`config.mk`:
```
export PLATFORM = sky130hd
export DESIGN_NAME = xorshift64_star_ranged_rng_unit
export DESIGN_NICKNAME = d
export VERILOG_FILES = /design/src/hdl/xsr_pkg.sv /design/src/hdl/xsr_ctrl.sv /design/src/hdl/xsr_datapath.sv /design/src/hdl/xorshift64_star_ranged_rng_unit.sv
export SDC_FILE = /design/constraint.sdc
export NUM_CORES = 2
export LEC_CHECK = 0
export ABC_AREA = 1
export BUFFER_PORTS_ARGS = -buffer_cell sky130_fd_sc_hd__buf_4
export CAP_MARGIN = 25
export CORE_ASPECT_RATIO = 2
export CORE_MARGIN = 2
export CORE_UTILIZATION = 32
export CTS_BUF_LIST = sky130_fd_sc_hd__clkbuf_4
export CTS_CLUSTER_DIAMETER = 200
export DETAILED_ROUTE_END_ITERATION = 10
export HOLD_SLACK_MARGIN = 0.12
export PLACE_DENSITY = 0.49
export SLEW_MARGIN = 20
export SYNTH_ARGS = -nofsm -noshare
export SYNTH_HDL_FRONTEND = slang
export SYNTH_SLANG_ARGS = --single-unit
```
`constraint.sdc`:
```
create_clock -name clk_i -period 18.2 [get_ports clk_i]
set_input_delay 2.73 -clock clk_i [delete_from_list [all_inputs] [get_ports clk_i]]
set_output_delay 2.73 -clock clk_i [all_outputs]
set_load 0.005 [all_outputs]
```
`src/hdl/xsr_pkg.sv`:
```
// Package for the ranged xorshift64* generator: constants, codes and control types.
`timescale 1ns / 1ps
package xsr_pkg;

  localparam logic [63:0] MULTIPLIER = 64'd2685821657736338717;
  localparam int unsigned SHIFT_A    = 12;
  localparam int unsigned SHIFT_B    = 25;
  localparam int unsigned SHIFT_C    = 27;

  // two dividend bits consumed per divider step
  localparam int unsigned DIV_STEPS  = 32;
  localparam int unsigned CNT_W      = $clog2(DIV_STEPS);

  localparam logic [1:0] REQ_RAW     = 2'd0;
  localparam logic [1:0] REQ_RANGE   = 2'd1;
  localparam logic [1:0] REQ_UNIFORM = 2'd2;

  typedef enum logic [1:0] {
    MUL_LL,
    MUL_LH,
    MUL_HL,
    MUL_UNI
  } mul_sel_e;

  typedef struct packed {
    logic     accept;
    logic     mul_en;
    mul_sel_e mul_sel;
    logic     div_step;
    logic     out_load;
  } cmd_t;

  typedef struct packed {
    logic is_range;
    logic is_uniform;
    logic bad;
    logic out_free;
  } status_t;

endpackage

```
`src/hdl/xsr_ctrl.sv`:
```
// Sequencer for the ranged xorshift64* generator.
`timescale 1ns / 1ps
module xsr_ctrl
  import xsr_pkg::*;
(
  input  logic    clk_i,
  input  logic    rst_ni,
  input  logic    in_valid_i,
  output logic    in_ready_o,
  input  status_t status_i,
  output cmd_t    cmd_o
);

  typedef enum logic [2:0] {
    S_IDLE,
    S_MUL0,
    S_MUL1,
    S_MUL2,
    S_DIV,
    S_UMUL,
    S_LOAD
  } state_e;

  state_e           state_q;
  logic [CNT_W-1:0] cnt_q;

  assign in_ready_o = (state_q == S_IDLE);

  always_comb begin
    cmd_o          = '0;
    cmd_o.mul_sel  = MUL_LL;
    unique case (state_q)
      S_IDLE: cmd_o.accept = in_valid_i;
      S_MUL0: begin
        cmd_o.mul_en  = 1'b1;
        cmd_o.mul_sel = MUL_LL;
      end
      S_MUL1: begin
        cmd_o.mul_en  = 1'b1;
        cmd_o.mul_sel = MUL_LH;
      end
      S_MUL2: begin
        cmd_o.mul_en  = 1'b1;
        cmd_o.mul_sel = MUL_HL;
      end
      S_DIV:  cmd_o.div_step = 1'b1;
      S_UMUL: begin
        cmd_o.mul_en  = 1'b1;
        cmd_o.mul_sel = MUL_UNI;
      end
      S_LOAD: cmd_o.out_load = status_i.out_free;
      default: ;
    endcase
  end

  always_ff @(posedge clk_i or negedge rst_ni) begin
    if (!rst_ni) begin
      state_q <= S_IDLE;
      cnt_q   <= '0;
    end else begin
      unique case (state_q)
        S_IDLE: if (in_valid_i) state_q <= S_MUL0;
        S_MUL0: state_q <= S_MUL1;
        S_MUL1: state_q <= S_MUL2;
        S_MUL2: begin
          cnt_q <= '0;
          if (status_i.bad) begin
            state_q <= S_LOAD;
          end else if (status_i.is_range) begin
            state_q <= S_DIV;
          end else if (status_i.is_uniform) begin
            state_q <= S_UMUL;
          end else begin
            state_q <= S_LOAD;
          end
        end
        S_DIV: begin
          cnt_q <= cnt_q + 1'b1;
          if (cnt_q == CNT_W'(DIV_STEPS - 1)) state_q <= S_LOAD;
        end
        S_UMUL: state_q <= S_LOAD;
        S_LOAD: if (status_i.out_free) state_q <= S_IDLE;
        default: state_q <= S_IDLE;
      endcase
    end
  end

endmodule

```
`src/hdl/xsr_datapath.sv`:
```
// Datapath: generator state, shared 32x32 multiplier, radix-4 remainder unit, result register.
`timescale 1ns / 1ps
module xsr_datapath
  import xsr_pkg::*;
(
  input  logic               clk_i,
  input  logic               rst_ni,
  input  logic               cfg_we_i,
  input  logic [63:0]        cfg_wdata_i,
  input  logic [1:0]         req_type_i,
  input  logic signed [31:0] range_min_i,
  input  logic signed [31:0] range_max_i,
  output logic [63:0]        raw_draw_o,
  output logic signed [31:0] scaled_value_o,
  output logic               bad_range_o,
  output logic               out_valid_o,
  input  logic               out_ready_i,
  input  cmd_t               cmd_i,
  output status_t            status_o
);

  logic [63:0] state_q;
  logic [63:0] draw_q;
  logic [31:0] hi_acc_q;
  logic [63:0] dsh_q;
  logic [31:0] rem_q;
  logic [31:0] span_q;
  logic [31:0] lo_q;
  logic        bad_q;
  logic        is_range_q;
  logic        is_uni_q;
  logic        out_valid_q;

  logic [63:0] x1, x2, x3;
  logic [31:0] mul_a, mul_b;
  logic [63:0] prod;
  logic [31:0] draw_hi;
  logic [32:0] span_w;
  logic [32:0] r1, r2;
  logic [31:0] r1m, r2m;

  always_comb begin
    x1 = state_q ^ (state_q >> SHIFT_A);
    x2 = x1 ^ (x1 << SHIFT_B);
    x3 = x2 ^ (x2 >> SHIFT_C);
  end

  always_comb begin
    case (cmd_i.mul_sel)
      MUL_LL: begin
        mul_a = state_q[31:0];
        mul_b = MULTIPLIER[31:0];
      end
      MUL_LH: begin
        mul_a = state_q[31:0];
        mul_b = MULTIPLIER[63:32];
      end
      MUL_HL: begin
        mul_a = state_q[63:32];
        mul_b = MULTIPLIER[31:0];
      end
      default: begin
        mul_a = draw_q[63:32];
        mul_b = span_q;
      end
    endcase
    prod    = {32'd0, mul_a} * {32'd0, mul_b};
    draw_hi = hi_acc_q + prod[31:0];
  end

  assign span_w = {range_max_i[31], range_max_i} - {range_min_i[31], range_min_i};

  // two restoring steps per cycle; remainder stays below span
  always_comb begin
    r1  = {rem_q, dsh_q[63]};
    r1m = (r1 >= {1'b0, span_q}) ? 32'(r1 - {1'b0, span_q}) : r1[31:0];
    r2  = {r1m, dsh_q[62]};
    r2m = (r2 >= {1'b0, span_q}) ? 32'(r2 - {1'b0, span_q}) : r2[31:0];
  end

  always_ff @(posedge clk_i or negedge rst_ni) begin
    if (!rst_ni) begin
      state_q     <= '0;
      out_valid_q <= 1'b0;
    end else begin
      if (cfg_we_i) begin
        state_q <= cfg_wdata_i;
      end else if (cmd_i.accept) begin
        state_q <= x3;
      end
      if (cmd_i.out_load) begin
        out_valid_q <= 1'b1;
      end else if (out_ready_i) begin
        out_valid_q <= 1'b0;
      end
    end
  end

  always_ff @(posedge clk_i) begin
    if (cmd_i.accept) begin
      lo_q       <= range_min_i;
      span_q     <= span_w[31:0];
      bad_q      <= (range_max_i <= range_min_i);
      is_range_q <= (req_type_i == REQ_RANGE);
      is_uni_q   <= (req_type_i == REQ_UNIFORM);
    end
    if (cmd_i.mul_en) begin
      case (cmd_i.mul_sel)
        MUL_LL: begin
          draw_q[31:0] <= prod[31:0];
          hi_acc_q     <= prod[63:32];
        end
        MUL_LH: hi_acc_q <= draw_hi;
        MUL_HL: begin
          draw_q[63:32] <= draw_hi;
          dsh_q         <= {draw_hi, draw_q[31:0]};
          rem_q         <= '0;
        end
        default: rem_q <= prod[63:32];
      endcase
    end
    if (cmd_i.div_step) begin
      rem_q <= r2m;
      dsh_q <= {dsh_q[61:0], 2'b00};
    end
    if (cmd_i.out_load) begin
      raw_draw_o <= draw_q;
      if (is_range_q || is_uni_q) begin
        bad_range_o    <= bad_q;
        scaled_value_o <= bad_q ? lo_q : lo_q + rem_q;
      end else begin
        bad_range_o    <= 1'b0;
        scaled_value_o <= '0;
      end
    end
  end

  assign out_valid_o = out_valid_q;

  always_comb begin
    status_o.is_range   = is_range_q;
    status_o.is_uniform = is_uni_q;
    status_o.bad        = bad_q && (is_range_q || is_uni_q);
    status_o.out_free   = !out_valid_q || out_ready_i;
  end

endmodule

```
`src/hdl/xorshift64_star_ranged_rng_unit.sv`:
```
// Ranged xorshift64* generator: top level joining sequencer and datapath.
// Sequence from input acceptance to result valid: the shared 32x32 multiplier forms
// the draw in three passes; an integer range then runs the radix-4 remainder unit for
// 32 steps, a uniform request takes a fourth pass, and a raw or bad-range beat loads.
// One beat in flight: the next is accepted after load, and load waits for a free output.
// Reset clears the generator state to zero and drops the result valid.
`timescale 1ns / 1ps
module xorshift64_star_ranged_rng_unit
  import xsr_pkg::*;
(
  input  logic               clk_i,
  input  logic               rst_ni,
  input  logic               cfg_we_i,
  input  logic [63:0]        cfg_wdata_i,
  input  logic               in_valid_i,
  output logic               in_ready_o,
  input  logic [1:0]         req_type_i,
  input  logic signed [31:0] range_min_i,
  input  logic signed [31:0] range_max_i,
  output logic               out_valid_o,
  input  logic               out_ready_i,
  output logic [63:0]        raw_draw_o,
  output logic signed [31:0] scaled_value_o,
  output logic               bad_range_o
);

  cmd_t    cmd;
  status_t status;

  xsr_ctrl u_ctrl (
    .clk_i      (clk_i),
    .rst_ni     (rst_ni),
    .in_valid_i (in_valid_i),
    .in_ready_o (in_ready_o),
    .status_i   (status),
    .cmd_o      (cmd)
  );

  xsr_datapath u_datapath (
    .clk_i          (clk_i),
    .rst_ni         (rst_ni),
    .cfg_we_i       (cfg_we_i),
    .cfg_wdata_i    (cfg_wdata_i),
    .req_type_i     (req_type_i),
    .range_min_i    (range_min_i),
    .range_max_i    (range_max_i),
    .raw_draw_o     (raw_draw_o),
    .scaled_value_o (scaled_value_o),
    .bad_range_o    (bad_range_o),
    .out_valid_o    (out_valid_o),
    .out_ready_i    (out_ready_i),
    .cmd_i          (cmd),
    .status_o       (status)
  );

endmodule
```
==> results.txt <==
----------------------------------------------------
[Setup path]
  Crit-path max cell delay ... 0.79 ns
  Number of cell instances on the worst register-to-register path ... 39
  Launching element type of the critical path ... flop
  Register-to-register setup slack ... 4.94 ns
  Worst reg2reg path startpoint ... u_ctrl.state_q[2]
  Endpoint type of the worst setup path ... flop
  Most frequent cell on the critical path ... fa_1
  Slowest cell on the critical path ... nor4_1
  Critical path startpoint ... u_ctrl.state_q[2]
  Endpoint arrival time on the critical path ... 13.99 ns
  Start-to-end type of the worst setup path ... reg2reg
  Crit-path max FO ... 44
  Endpoint of the worst-slack reg-to-reg timing path ... u_datapath.dsh_q[63]
  Required time of the critical path ... 18.93 ns
  Worst setup path endpoint ... u_datapath.dsh_q[63]

[Synth]
  Mean instance size in the synthesized netlist ... 8.25 um^2
  Syn_nets ... 8895
  Number of distinct library cells after synthesis ... 60
  Ys Warns ... 0
  Number of enable flip-flop cells after synthesis ... 354
  Dominant synthesized flop cell ... edfxtp_1
  Sequential element share of the synthesized area ... 0.204
  Count of state elements after synthesis ... 429
  Post-synthesis instance area ... 61300 um^2
  Share of synthesized flip-flops with an asynchronous set or reset ... 0.170
  Gate count of the mapped netlist ... 7435

[Route]
  Highest metal layer used by the detailed router ... met5
  Number of iterations in the first detailed-routing pass ... 9
  Post-DR wirelength/cell ... 35.6 um
  DRC Markers ... 2
  Total Wirelength ... 367000 um
  DR vias/cell ... 5.40
  Detailed-route via count ... 55600
  Routed met3 length ... 21400 um
  Post-route ant nets ... 0
  Met2 WL post-DR ... 188000 um
  Number of design-rule violations left by the first detailed-router iteration ... 4313
  M1 WL ... 97800 um

[STA]
  Worst Skew ... 0.0804 ns
  Normalized max-slew margin ... 0.140
  Min cycle time layout ... 13.26 ns
  Max Slew Vio Count ... 0
  Max Clk Rate ... 0.0754 GHz
  Setup repair after global routing missed its margin ... no
  Post-Route Setup TNS ... 0 ns
  Final period utilization ... 0.729
  Final count of negative-setup-slack endpoints ... 0
  Final Hold Fails ... 0
  Transition time of the tightest slew-check pin ... 1.28 ns

[CTS]
  CTS tree ... built
  Number of buffers on the longest clock path ... 3
  TritonCTS sink count ... 429
  Clock buffer count from CTS ... 94
  Clock H-tree levels ... 3
  Post-CTS clock slew at the launch and capture registers of the worst setup and hold paths ... 0.09 ns
  Number of gates given a new drive strength after cts ... 0
  Post-CTS setup buffer count ... 0
  Cts hold-fix bufs ... 0
  Master cell of the clock root buffer ... clkbuf_4
  Clock insertion delay at the later pin of the skew report ... 1.00 ns

[Final layout]
  Highest-count cells in the layout ignoring fill and taps ... nand2_1, inv_1, fa_1, nor2_1, ha_1
  Fraction of final layout cells sized beyond drive strength 1 ... 0.0861
  Net count of the finished layout ... 9137
  Synth-to-Final Area Change ... 10.5%
  Fill cells ... 20500
  Most common cell after layout, fill and taps aside ... nand2_1

[Place]
  HPWL after DPL ... 308000 um
  Port buffer count ... 233
  Gpl congestion ... 1.06

[Floorplan]
  Core region area ... 191000 um^2
  Die outline area ... 195000 um^2
  FP Rows ... 227
  Vertical extent of the die ... 623 um
  Die Span X ... 314 um
  I/O pins ... 234
  Initial cell density of the core ... 0.321

[Global routing]
  Vias in the first global route ... 60800
  Pin count of the biggest net entering global routing ... 68
  Antenna violations before repair ... 33
  GR Util All Layers ... 0.375
  Wire length of the first global-routing pass ... 491000 um
  Remaining Overflow, GRT ... 0

[Run]
  Maxcap violations ... 0

[Min path]
  Min-delay worst type ... reg2reg

[Run status]
  Run status ... finished, violations left
  Violations in the final reports ... DRC

----------------------------------------------------
final cells by class:
class / instances / area (um^2) / share of cell area
diodes: 18 / 45.0 / 0.000665
flip-flops and latches: 429 / 12500 / 0.184
well taps: 2519 / 3150 / 0.0465
clock buffers: 134 / 1010 / 0.0148
inverters: 1464 / 5500 / 0.0811
clock inverters: 40 / 334 / 0.00493
multi-input cells: 5320 / 42500 / 0.626
repair buffers: 368 / 2790 / 0.0412
layer usage:
metal,GRT usage,vias up
li1,-,23600
met1,0.300,27800
met2,0.678,2677
met3,0.0736,1442
met4,0.473,26
met5,0,-
registers in the layout, summed over array words and instances, names as in the netlist, 3 cells and up:
name,flops
u_datapath.draw_q,64
u_datapath.dsh_q,64
u_datapath.raw_draw_o,64
u_datapath.state_q,64
u_datapath.hi_acc_q,32
u_datapath.lo_q,32
u_datapath.rem_q,32
u_datapath.scaled_value_o,32
u_datapath.span_q,32
u_ctrl.cnt_q,5
u_ctrl.state_q,3
cells by family (layout without fill, tap and decap cells):
logic type | Yosys count | in the layout | synth area share
AND/OR/NAND/NOR | 2911 | 2911 | 0.192
XOR/XNOR | 253 | 253 | 0.0361
other | 0 | 18 | 0
buffers and inverters | 1686 | 2006 | 0.107
AO/OA/AOI/OAI | 831 | 831 | 0.0805
flip-flops | 429 | 429 | 0.204
adder cells (fa/ha/maj) | 1325 | 1325 | 0.381
cell usage after synthesis (6+ instances only):
library cell | count | area (um^2)
a21boi_0 | 11 | 82.6
a21o_1 | 32 | 240
a21oi_1 | 291 | 1460
a21oi_2 | 9 | 78.8
a22o_1 | 38 | 333
a22oi_1 | 6 | 45.0
a31oi_1 | 14 | 87.6
and2_1 | 10 | 62.6
buf_1 | 19 | 71.3
buf_2 | 113 | 566
buf_6 | 8 | 90.1
clkbuf_1 | 78 | 293
clkinv_1 | 11 | 41.3
dfrtp_1 | 73 | 1830
edfxtp_1 | 354 | 10600
fa_1 | 901 | 18000
ha_1 | 424 | 5310
inv_1 | 1410 | 5290
inv_2 | 43 | 161
nand2_1 | 1666 | 6250
nand2_2 | 14 | 87.6
nand3_1 | 291 | 1460
nand3b_1 | 20 | 150
nand4_1 | 47 | 294
nor2_1 | 764 | 2870
nor2_2 | 12 | 75.1
nor2_4 | 7 | 78.8
nor3_1 | 37 | 185
nor4_1 | 19 | 119
o211ai_1 | 47 | 353
o21a_1 | 21 | 158
o21ai_0 | 254 | 1270
o21ai_1 | 25 | 125
o21ai_2 | 14 | 123
o21bai_1 | 31 | 233
o221ai_1 | 17 | 149
o22a_1 | 6 | 52.6
or2_2 | 12 | 75.1
xnor2_1 | 159 | 1390
xor2_1 | 94 | 823
metrics by stage:
step	instance area (um^2)	utilization	setup slack, ns	cells	hold WS (ns)
2_1_floorplan	61300	-	9.53	7435	0.427
3_3_place_gp	66300	0.347	4.24	10100	0.441
3_5_place_dp	66300	0.348	5.23	10100	0.442
4_1_cts	67700	0.355	5.22	10300	0.453
5_1_grt	67700	0.355	4.65	10300	0.456
6_report	67800	0.355	4.94	10300	0.454
worst max-delay path: cells and delay by family (launching register included):
kind	cells	cell delay, ns
DFF	1	0.49
adders and majority gates	10	5.24
buffers and inverters	10	2.23
and+or+nand+nor	13	3.04
AOI/OAI and AO/OA	5	1.25
xor gates and xnor gates	1	0.67
how the worst min path moves through the flow:
stage / from / to / slack, ns / depth (start not counted)
global route: u_datapath.draw_q[24] / u_datapath.raw_draw_o[24] / 0.46 / 0
global placement: u_datapath.draw_q[4] / u_datapath.raw_draw_o[4] / 0.44 / 0
finish: u_datapath.draw_q[10] / u_datapath.raw_draw_o[10] / 0.45 / 0
detailed placement: u_datapath.draw_q[10] / u_datapath.raw_draw_o[10] / 0.44 / 0
floorplan: u_datapath.draw_q[0] / u_datapath.raw_draw_o[0] / 0.43 / 0
CTS: u_datapath.draw_q[10] / u_datapath.raw_draw_o[10] / 0.45 / 0
Power is left out: the tool's default activity adds up to more than one toggle a clock period on the data nets, which glitch-free logic cannot reach.
